===== src/sv/htwl_pkg.sv =====
// ----------------------------------------------------------------------------
// htwl_pkg
// Shared types and constants for the hex text word loader.
// ----------------------------------------------------------------------------
package htwl_pkg;

    localparam logic [31:0] LOAD_BASE_RESET = 32'h8000_1000;
    localparam logic [31:0] ADDR_STEP       = 32'd4;

    localparam logic [7:0] CH_HASH     = 8'h23;
    localparam logic [7:0] CH_NEWLINE  = 8'h0A;
    localparam logic [7:0] CH_ZERO     = 8'h30;
    localparam logic [7:0] CH_NINE     = 8'h39;
    localparam logic [7:0] CH_LOWER_A  = 8'h61;
    localparam logic [7:0] CH_LOWER_F  = 8'h66;
    localparam logic [7:0] CASE_BIT    = 8'h20;
    localparam logic [7:0] HEX_A_OFS   = 8'h57;

    typedef struct packed {
        logic       is_newline;
        logic       is_hash;
        logic       is_skip;
        logic       is_hex;
        logic       is_bad;
        logic [3:0] nibble;
    } char_info_t;

endpackage


===== src/sv/htwl_char_decode.sv =====
// ----------------------------------------------------------------------------
// htwl_char_decode
// Classifies one received character and gives its hex nibble value.
// ----------------------------------------------------------------------------
module htwl_char_decode (
    input  logic [7:0]          rx_byte,
    output htwl_pkg::char_info_t info
);
    import htwl_pkg::*;

    logic [7:0] lower;
    logic [7:0] letter_val;

    assign lower      = rx_byte | CASE_BIT;
    assign letter_val = lower - HEX_A_OFS;

    always_comb begin
        info            = '0;
        info.is_newline = (rx_byte == CH_NEWLINE);
        info.is_hash    = (rx_byte == CH_HASH);
        if (rx_byte < CH_ZERO) begin
            info.is_skip = 1'b1;
        end else if (rx_byte inside {[CH_ZERO:CH_NINE]}) begin
            info.is_hex = 1'b1;
            info.nibble = rx_byte[3:0];
        end else if (lower inside {[CH_LOWER_A:CH_LOWER_F]}) begin
            info.is_hex = 1'b1;
            info.nibble = letter_val[3:0];
        end else begin
            info.is_bad = 1'b1;
        end
    end

endmodule


===== src/sv/hex_text_word_loader.sv =====
// ----------------------------------------------------------------------------
// hex_text_word_loader
// Assembles 32-bit words with write addresses from an ASCII hex text stream.
// ----------------------------------------------------------------------------
// Usage:
//   s_valid/s_ready/s_rx_byte carries one text character per item.
//   m_valid/m_ready carries a result item: m_write_address, m_write_data,
//   m_bad_char. '#' opens a comment up to newline; bytes below '0' are
//   skipped; hex digits pair into bytes, four bytes (first in bits 7:0)
//   form a word. Any other character gives one item with m_bad_char set
//   and the block then ignores all input until reset.
//   Each character is handled in the cycle it is accepted; a result item
//   is registered and visible in the cycle after the character that completes it.
//   Throughput is one character per cycle, set by the single output
//   register; s_ready stays high while that register is empty or being
//   drained, so a stalled receiver holds the input only when a result is
//   waiting.
//   cfg_wr_en/cfg_wr_data write load_base and reload the running address.
//   Reset (aresetn low, synchronous) clears all parse state, sets load_base
//   to 0x80001000 and empties the output register.
// ----------------------------------------------------------------------------
module hex_text_word_loader (
    input  logic        aclk,
    input  logic        aresetn,
    input  logic        cfg_wr_en,
    input  logic [31:0] cfg_wr_data,
    input  logic        s_valid,
    output logic        s_ready,
    input  logic [7:0]  s_rx_byte,
    output logic        m_valid,
    input  logic        m_ready,
    output logic [31:0] m_write_address,
    output logic [31:0] m_write_data,
    output logic        m_bad_char
);
    import htwl_pkg::*;

    char_info_t  info;

    logic        in_comment_reg,  in_comment_next;
    logic        low_nib_reg,     low_nib_next;
    logic [3:0]  high_nib_reg,    high_nib_next;
    logic [23:0] partial_reg,     partial_next;
    logic [1:0]  bytes_held_reg,  bytes_held_next;
    logic [31:0] next_addr_reg,   next_addr_next;
    logic [31:0] load_base_reg;
    logic        halted_reg,      halted_next;

    logic        m_valid_reg,     m_valid_next;
    logic [31:0] m_addr_reg,      m_addr_next;
    logic [31:0] m_data_reg,      m_data_next;
    logic        m_bad_reg,       m_bad_next;

    logic        accept;
    logic        emit;
    logic [7:0]  byte_val;

    htwl_char_decode u_decode (
        .rx_byte (s_rx_byte),
        .info    (info)
    );

    assign s_ready  = !m_valid_reg || m_ready;
    assign accept   = s_valid && s_ready;
    assign byte_val = {high_nib_reg, info.nibble};

    always_comb begin
        in_comment_next = in_comment_reg;
        low_nib_next    = low_nib_reg;
        high_nib_next   = high_nib_reg;
        partial_next    = partial_reg;
        bytes_held_next = bytes_held_reg;
        next_addr_next  = next_addr_reg;
        halted_next     = halted_reg;
        emit            = 1'b0;
        m_addr_next     = m_addr_reg;
        m_data_next     = m_data_reg;
        m_bad_next      = m_bad_reg;

        if (accept && !halted_reg) begin
            if (in_comment_reg) begin
                if (info.is_newline) begin
                    in_comment_next = 1'b0;
                end
            end else if (info.is_hash) begin
                in_comment_next = 1'b1;
            end else if (info.is_bad) begin
                halted_next = 1'b1;
                emit        = 1'b1;
                m_addr_next = '0;
                m_data_next = '0;
                m_bad_next  = 1'b1;
            end else if (info.is_hex) begin
                if (!low_nib_reg) begin
                    high_nib_next = info.nibble;
                    low_nib_next  = 1'b1;
                end else begin
                    low_nib_next = 1'b0;
                    if (bytes_held_reg == 2'd3) begin
                        emit            = 1'b1;
                        m_addr_next     = next_addr_reg;
                        m_data_next     = {byte_val, partial_reg};
                        m_bad_next      = 1'b0;
                        next_addr_next  = next_addr_reg + ADDR_STEP;
                        partial_next    = '0;
                        bytes_held_next = 2'd0;
                    end else begin
                        case (bytes_held_reg)
                            2'd0:    partial_next[7:0]   = byte_val;
                            2'd1:    partial_next[15:8]  = byte_val;
                            2'd2:    partial_next[23:16] = byte_val;
                            default: partial_next        = partial_reg;
                        endcase
                        bytes_held_next = bytes_held_reg + 2'd1;
                    end
                end
            end
        end

        if (cfg_wr_en) begin
            next_addr_next = cfg_wr_data;
        end
    end

    always_comb begin
        m_valid_next = m_valid_reg;
        if (m_valid_reg && m_ready) begin
            m_valid_next = 1'b0;
        end
        if (emit) begin
            m_valid_next = 1'b1;
        end
    end

    always_ff @(posedge aclk) begin
        if (!aresetn) begin
            in_comment_reg <= 1'b0;
            low_nib_reg    <= 1'b0;
            high_nib_reg   <= '0;
            partial_reg    <= '0;
            bytes_held_reg <= '0;
            next_addr_reg  <= LOAD_BASE_RESET;
            load_base_reg  <= LOAD_BASE_RESET;
            halted_reg     <= 1'b0;
            m_valid_reg    <= 1'b0;
        end else begin
            in_comment_reg <= in_comment_next;
            low_nib_reg    <= low_nib_next;
            high_nib_reg   <= high_nib_next;
            partial_reg    <= partial_next;
            bytes_held_reg <= bytes_held_next;
            next_addr_reg  <= next_addr_next;
            halted_reg     <= halted_next;
            m_valid_reg    <= m_valid_next;
            if (cfg_wr_en) begin
                load_base_reg <= cfg_wr_data;
            end
        end
    end

    always_ff @(posedge aclk) begin
        m_addr_reg <= m_addr_next;
        m_data_reg <= m_data_next;
        m_bad_reg  <= m_bad_next;
    end

    assign m_valid         = m_valid_reg;
    assign m_write_address = m_addr_reg;
    assign m_write_data    = m_data_reg;
    assign m_bad_char      = m_bad_reg;

    // load_base feeds nothing in the datapath; a write loads it and the running address alike
    assert property (@(posedge aclk) disable iff (!aresetn)
        cfg_wr_en |=> (next_addr_reg == load_base_reg))
        else $error("address not reloaded from load_base");

    assert property (@(posedge aclk) disable iff (!aresetn)
        halted_reg |=> halted_reg)
        else $error("halt released without reset");

    assert property (@(posedge aclk) disable iff (!aresetn)
        (halted_reg && !m_valid_reg) |=> !m_valid_reg)
        else $error("item produced while halted");

    assert property (@(posedge aclk) disable iff (!aresetn)
        (m_valid_reg && m_bad_reg) |-> (m_addr_reg == '0 && m_data_reg == '0))
        else $error("error item carries nonzero payload");

endmodule


===== config.mk =====
export PLATFORM = sky130hd
export DESIGN_NAME = hex_text_word_loader
export DESIGN_NICKNAME = d
export VERILOG_FILES = /design/src/sv/htwl_pkg.sv /design/src/sv/htwl_char_decode.sv /design/src/sv/hex_text_word_loader.sv
export SDC_FILE = /design/constraint.sdc
export NUM_CORES = 1
export LEC_CHECK = 0
export BUFFER_PORTS_ARGS = -buffer_cell sky130_fd_sc_hd__buf_2
export CAP_MARGIN = 10
export CELL_PAD_IN_SITES_DETAIL_PLACEMENT = 2
export CELL_PAD_IN_SITES_GLOBAL_PLACEMENT = 2
export CORE_ASPECT_RATIO = 0.75
export CORE_MARGIN = 4
export CORE_UTILIZATION = 39
export CTS_BUF_LIST = sky130_fd_sc_hd__clkbuf_2
export CTS_CLUSTER_SIZE = 40
export DETAILED_ROUTE_END_ITERATION = 12
export PLACE_DENSITY_LB_ADDON = 0.12
export SLEW_MARGIN = 20
export SYNTH_ARGS = -nofsm -noshare
export SYNTH_HDL_FRONTEND = slang
export SYNTH_HIERARCHICAL = 1
export SYNTH_SLANG_ARGS = --single-unit

===== constraint.sdc =====
create_clock -name aclk -period 12.14 [get_ports aclk]
set_clock_uncertainty 0.05 [all_clocks]
set_input_delay 2.428 -clock aclk [delete_from_list [all_inputs] [get_ports aclk]]
set_output_delay 2.428 -clock aclk [all_outputs]
set_load 0.01 [all_outputs]

* After elaboration in Yosys (flattened, before gate mapping)
Cells that the tools add are included.
** Word-level totals
- Register bits after elaboration :: 131
- Word-level logic and storage cells :: 104
** Operators by class
- Add/sub/neg operators :: 3
- $lt $le $gt $ge :: 5
- Equal/unequal tests :: 8
- Mux-type cells :: 42
- Bitwise logic cells :: 4
- Reductions and logical operators :: 29
** Operators with widths (number)
- two-way mux 32 bit :: 14
- adder 32 x 3 -> 32 bit (second input constant) :: 1
- AND reduction 7 bit :: 4
- two-way mux 24 bit :: 1
- two-way mux 8 bit :: 3
- nonzero test 2 bit :: 11
- two-way mux 1 bit :: 20
- AND reduction 6 bit :: 3
- == test 8 x 4 -> 1 bit (second input constant) :: 1
- == test 8 x 6 -> 1 bit (second input constant) :: 1
- >= comparator 8 x 6 -> 1 bit (second input constant) :: 1
- >= comparator 8 x 7 -> 1 bit (second input constant) :: 1
- <= comparator 8 x 6 -> 1 bit (second input constant) :: 1
- <= comparator 8 x 7 -> 1 bit (second input constant) :: 1
- less-than comparator 8 x 6 -> 1 bit (second input constant) :: 1
- two-way mux 4 bit :: 2
- two-way mux 6 bit :: 1
- != test 2 bit (second input constant) :: 3
- logical AND 1 bit :: 5
- AND reduction 5 bit :: 1
- == test 2 bit (second input constant) :: 2
- inverter 1 bit :: 4
- AND reduction 4 bit :: 1
- subtractor 4 x 3 -> 4 bit (second input constant) :: 1
- other kinds (6) :: 7

* Logic depth before layout (Yosys ltp)
Gate-level depths: netlist (run 1).
- Depth in word-level cells :: 11
- Gate-level depth with buffers :: 12
- Gate-level depth less buffers :: 10

* Modules after synthesis
The synthesis (run 1) kept the hierarchy.
** Modules (own cells, without submodules)
- hex_text_word_loader :: instances 1, cells each 507, area each 5601.6 um^2, seq. area each 3273.1 um^2
- htwl_char_decode :: instances 1, cells each 34, area each 251.5 um^2, seq. area each 0.0 um^2

* Worst setup path after synthesis (run 1)
Ideal clock, no wire load.
- Path type :: input -> register
- From :: in s_rx_byte[0]
- To :: reg m_bad_reg (netlist: m_bad_char) (enable)
- Library setup time :: 488 ps
- Arrival time :: 6675 ps
- Path slack :: 4927 ps
- Stages :: 8
- Path through :: inv_1 ha_1 or3b_1 and3_1 nor3_1 clkbuf_1 a21oi_1 nor2_1
** RTL lines
- start: declaration :: line hex_text_word_loader.sv:29 : input logic [7:0] s_rx_byte,
- end signal: assignment :: line hex_text_word_loader.sv:164 : m_bad_reg <= m_bad_next;
- end: declaration :: line hex_text_word_loader.sv:52 : logic m_bad_reg, m_bad_next;

==> results of run 1 <==
stage by stage:
stage / hold WS, ns / power, mW
after floorplan: 0.3864 / 0.5562
final: 0.4589 / 0.9108
after CTS: 0.4610 / 0.9231
after detailed placement: 0.4226 / 0.5969
after global placement: 0.4063 / 0.5902
after global routing: 0.5054 / 0.9525
worst min-delay path by stage:
| stage | start | end | slack [ns] |
|---|---|---|---|
| after floorplan | partial_reg[3]$_SDFFE_PN0P_ | partial_reg[3]$_SDFFE_PN0P_ | 0.39 |
| after global placement | partial_reg[2]$_SDFFE_PN0P_ | partial_reg[2]$_SDFFE_PN0P_ | 0.41 |
| after detailed placement | partial_reg[0]$_SDFFE_PN0P_ | partial_reg[0]$_SDFFE_PN0P_ | 0.42 |
| after CTS | partial_reg[0]$_SDFFE_PN0P_ | partial_reg[0]$_SDFFE_PN0P_ | 0.46 |
| after global routing | partial_reg[5]$_SDFFE_PN0P_ | partial_reg[5]$_SDFFE_PN0P_ | 0.51 |
| final | partial_reg[0]$_SDFFE_PN0P_ | partial_reg[0]$_SDFFE_PN0P_ | 0.46 |
area by class of cell:
class	instances	area, um2
Inverter	11	41.29
Fill cell	1561	7731
Timing Repair Buffer	115	588.1
Tap cell	200	250.2
Clock buffer	18	90.09
Sequential cell	131	3273
Multi-Input combinational cell	366	2412
Clock inverter	14	210.2
logic make-up after synthesis:
| group | share of synthesized area [%] |
|---|---|
| AOI/OAI and AO/OA | 10.05 |
| adders and majority gates | 1.710 |
| DFF | 55.92 |
| muxes | 3.591 |
| buffers and inverters | 3.078 |
| and+or+nand+nor | 22.66 |
| xor gates and xnor gates | 2.993 |
metal layers:
layer,vias to the layer above,global-route usage (%)
met3,15,5.065
met4,0,5.061
met5,-,0
met1,2284,26.26
met2,93,33.77
li1,2130,-
cells in the mapped netlist (5+ instances only):
master     n
nand2b_1   6
a21boi_0  12
inv_1     11
ha_1       8
mux2i_1   21
o21ai_0   35
clkbuf_1  27
and2_1     5
nand2_1   28
a21oi_1   22
edfxtp_1  65
nor4_1    12
a31oi_1    9
xnor2_1   17
nand3_1   19
or4_1      7
nor2b_1   90
nor2_1    12
and4_1     6
o31ai_1    6
nor3_1     9
nand4_1    8
dfxtp_1   66
worst register-to-register path, delay by kind of cell, from the launching register on:
family	cells	cell delay [ns]
and+or+nand+nor	2	1.07
buffers and inverters	1	0.62
adders and majority gates	1	0.50
DFF	1	0.45
AOI/OAI and AO/OA	1	0.16
power by group through the flow:
stage	combinational, mW	sequential [mW]	clock [mW]
2_1_floorplan	0.0408	0.515	0
3_3_place_gp	0.0813	0.509	0
3_5_place_dp	0.0860	0.511	0
4_1_cts	0.0865	0.502	0.335
5_1_grt	0.0934	0.505	0.354
6_report	0.0847	0.502	0.324
==> flow_summary.toml, run 1 <==
[power_and_ir_drop]
vdd_drop_max_mv = 0.04643
p_seq_share_pct = 55.1
p_per_area_mw_per_mm2 = 132.7
combinationalPowerShare_pct = 9.3
p_leak_nw = 2.479
power.share.clock_pct = 35.6
p_sw_share_pct = 25.91
p_sw_mw = 0.2360
internal_power_mw = 0.6748

[synth]
synth_top_area_share_pct = 33.35
synth_cell_types = 49
async_flop_share_pct = 0
yosys_most_used_dff = "dfxtp_1"
synth_edf_count = 65
synth_seq_cells = 131
syn-num-nets = 594
synth_area_leader_cell = "edfxtp_1"
yosysSeqAreaShare_pct = 55.92
syn_area_per_cell_um2 = 10.82
syn_area_mm2 = 0.005853
ys_warn_count = 6
synth_cells = 541
synth.area.top_cells = "edfxtp_1, dfxtp_1, nor2b_1"

[sta]
setup_slack_ns = 6.599
rsz0062_at_grt = "false"
tns_ns = 0
period_needed_ns = 5.541
final_hold_viol_count = 0
report.final.slew_viol_count = 0
max_freq_ghz = 0.1805
tightest_slew_ns = 0.8835
post-route-period-util_pct = 45.65
setup_viol = 0
max_slew_margin_pct = 40.96

[clock_tree]
hold_buffers = 0
root_buffer = "clkbuf_2"
h-tree-depth = 4
clk_pin_slew_ns = 0.19
ctsResizeCount = 0
cts_tree = "done"
clkSinkCount = 131
clkLatencyLatePin_ns = 0.68
cts_buffers = 17
clock_path_buffers = 2
post_cts_buffers = 0

[routing]
drc_errors = 0
viasPerCell = 5.289
drt_pass1_iterations = 4
met1_length_mm = 7.723
wire_per_inst_um = 19.62
first_iter_violations = 145
top_layer_used = "met4"
drt_wl_total_mm = 16.77
ant_nets = 0
met2WireLength_mm = 8.203
wl_met3_um = 686
vias = 4522

[worst_setup_path]
crit_buf_inv = 4
worstPathCellList = "buf_2 > inv_1 > ha_1 > or3b_1 > and3_1 > nor3_2 > buf_4 > a21oi_1 > nor2_4 > buf_4"
crit_required_ns = 12.41
cpLargestDelayFamily = "buffers and inverters"
rrSetupSlack_ns = 8.89
worstReg2RegStart = "bytes_held_reg[1]$_SDFFE_PN0P_"
worst_path_max_delay_cell = "nor2_4"
crit_top_cell = "buf_4"
cp.arrival_ns = 5.81
worstSetupPathType = "in -> reg"
crit_cells = 10
crit_path_end = "m_write_data[24]$_SDFFCE_PP0P_"
r2r-end = "m_write_data[24]$_SDFFCE_PP0P_"
cp-end-kind = "flip-flop"
critical_path.max_fanout = 69
start_kind = "input port"
crit_start = "s_rx_byte[0]"
worst_r2r_path_depth = 5
max_stage_delay_ns = 0.72

[layout]
layout.nets = 695
final_common_cell = "buf_2"
final_util_pct = 47.03
syn2layout_area_growth_pct = 17.29
final_area_mm2 = 0.006865
final_cell_mix = "buf_2, nor2b_1, dfxtp_1, edfxtp_1, o21ai_0"
instances_no_fill = 855
drive_above_1_share_pct = 23.51
antenna_cells = 0

[place]
dp_cells = 823
placed_cell_area_mm2 = 0.006563
dpl_worst_slack_ns = 5.877
numPortBuffers = 111
place_hpwl_mm = 11.74
globalplace.congestion = 0.7346

[grt]
antenna_found_initial = 0
grt_pass1_wl_mm = 26.36
grt_pass1_vias = 4923
grt_max_degree = 70
gr-usage-all-layers_pct = 20.12
grt-ovfl-total = 0

[floorplanning]
core_area_mm2 = 0.01460
die_h_um = 114.1
num_rows = 38
start_util_pct = 40.10
dieArea_mm2 = 0.01705
die_w_um = 149.5
pin_count = 112

[worst_hold_path]
worst_hold_path_type = "reg -> reg"
worstHoldPathCells = 2

[run_status]
outcome = "finished, final reports clean"

[job]
maxCapViolations = 0
No activity file was read; power rests on OpenSTA's default activity.
==> run 2, diff against run 1 <==
- CORE_UTILIZATION: 39 -> 33
- clock period: 12.14 -> 4.7 ns (I/O delays scaled with it)
==> run 2 against run 1 <==
Against the previous run: wire length fell by 4.9%; first-iteration DRC count fell by 4.8%; design area shrank 0.62%; count of clock-buffer cells in the layout rose by 1; register-to-register slack worse by 7.1 ns; die area rose by 17%; flip-flop and latch count stayed put; clock power increased by 89%; critical path type unchanged; critical endpoint is now next_addr_reg[25]$_SDFFE_PN0P_; highest routed layer is now met5.
==> flow_summary.toml, run 2 (same netlist as run 1, synthesis figures left out) <==
[clock_tree]
clk_pin_slew_ns = 0.20
root_buffer = "clkbuf_2"
hold_buffers = 0
clkLatencyLatePin_ns = 0.70
clock_path_buffers = 2
ctsResizeCount = 0
h-tree-depth = 4
cts_buffers = 17
clkSinkCount = 131
post_cts_buffers = 0
cts_tree = "done"

[routing]
drt_wl_total_mm = 15.95
drt_pass1_iterations = 4
ant_nets = 0
first_iter_violations = 138
viasPerCell = 5.010
drc_errors = 0
vias = 4479
wire_per_inst_um = 17.84

[grt]
antenna_found_initial = 1
grt-ovfl-total = 0
gr-usage-all-layers_pct = 16.58
grt_max_degree = 68
grt_pass1_wl_mm = 25.92
grt_pass1_vias = 4846

[power_and_ir_drop]
p_seq_share_pct = 60.9
combinationalPowerShare_pct = 10.3
p_leak_nw = 2.439
p_sw_mw = 0.5991
p_per_area_mw_per_mm2 = 311.3
vdd_drop_max_mv = 0.09923
internal_power_mw = 1.525
p_sw_share_pct = 28.21
power.share.clock_pct = 28.8

[sta]
tightest_slew_ns = 0.8125
setup_viol = 0
rsz0062_at_grt = "false"
post-route-period-util_pct = 70.28
final_hold_viol_count = 0
max_slew_margin_pct = 45.78
max_freq_ghz = 0.3027
report.final.slew_viol_count = 0
period_needed_ns = 3.303
tns_ns = 0

[floorplanning]
die_w_um = 161.8
pin_count = 112
core_area_mm2 = 0.01713
start_util_pct = 34.16
num_rows = 41
die_h_um = 123.3
dieArea_mm2 = 0.01995

[worst_setup_path]
cp-end-kind = "flip-flop"
max_stage_delay_ns = 0.51
critical_path.max_fanout = 7
cpLargestDelayFamily = "simple AND/OR/NAND/NOR gates"
worstSetupPathType = "in -> reg"
start_kind = "input port"
cp.arrival_ns = 3.88
crit_required_ns = 5.28
worst_path_max_delay_cell = "nor4b_1"
worstPathCellList = "buf_2 > nor4b_1 > and3_1 > nor3_2 > buf_4 > and2b_1 > nand3_1 > or4_4 > or4_1 > a31oi_1"
crit_buf_inv = 2

[worst_hold_path]
worst_hold_path_type = "reg -> reg"

[layout]
final_common_cell = "buf_2"
final_area_mm2 = 0.006823
final_cell_mix = "buf_2, nor2b_1, dfxtp_1, edfxtp_1, o21ai_0"
syn2layout_area_growth_pct = 16.57
antenna_cells = 0
layout.nets = 698
drive_above_1_share_pct = 23.25

[job]
maxCapViolations = 0

[run_status]
outcome = "finished, final reports clean"

[place]
place_hpwl_mm = 11.26
globalplace.congestion = 0.7512
placed_cell_area_mm2 = 0.006630
numPortBuffers = 111
-- run 2: path summary, 6_finish.rpt --
check | from | to | slack [ns] | cells past startpoint
max | s_rx_byte[4] | next_addr_reg[25]$_SDFFE_PN0P_ | 1.40 | 10
min | partial_reg[6]$_SDFFE_PN0P_ | partial_reg[6]$_SDFFE_PN0P_ | 0.43 | 2
max reg2reg | bytes_held_reg[0]$_SDFFE_PN0P_ | next_addr_reg[25]$_SDFFE_PN0P_ | 1.82 | 6
min reg2reg | partial_reg[6]$_SDFFE_PN0P_ | partial_reg[6]$_SDFFE_PN0P_ | 0.43 | 2
-- run 2: power by group through the flow --
stage | sequential [mW] | combinational (mW) | clock (mW)
after floorplan | 1.33 | 0.106 | 0
after global placement | 1.31 | 0.217 | 0
after detailed placement | 1.32 | 0.225 | 0
after CTS | 1.29 | 0.225 | 0.637
after global routing | 1.30 | 0.244 | 0.703
final | 1.29 | 0.219 | 0.612
-- run 2: cell type report --
| class | count | area [um2] |
|---|---|---|
| fill | 1898 | 10310 |
| inverter | 11 | 41.29 |
| tap | 236 | 295.3 |
| multi-input combinational | 366 | 2412 |
| sequential | 131 | 3273 |
| clock inverter | 13 | 95.09 |
| clock buffer | 19 | 95.09 |
| timing repair buffer | 118 | 610.6 |
-- run 2: worst reg2reg max path, cell delays in order (launching register included) --
cell and delay (ns):
dfxtp_1 0.46, ha_1 0.50, and2_1 0.36, nand3_1 0.28, or4_4 0.51, or4_1 0.51
a31oi_1 0.17
-- run 2: metal layers --
metal / vias to the layer above / part of all wire [%] / track usage [%]
met3: 12 / 5.6 / 5.298
met2: 98 / 45 / 26.36
met4: 2 / 0.69 / 3.751
li1: 2148 / - / -
met1: 2219 / 49 / 22.29
met5: - / 0.044 / 0
-- run 2: per-stage QoR --
stage	hold WS [ns]	power, mW	worst slack, ns	util (%)	cells
6_report	0.4321	2.124	1.397	39.82	894
5_1_grt	0.3612	2.249	1.294	39.82	894
4_1_cts	0.3839	2.157	1.476	39.81	894
3_5_place_dp	0.4201	1.543	0.7133	38.70	862
3_3_place_gp	0.4058	1.531	0.8333	38.70	862
2_1_floorplan	0.3864	1.435	0.05693	-	541
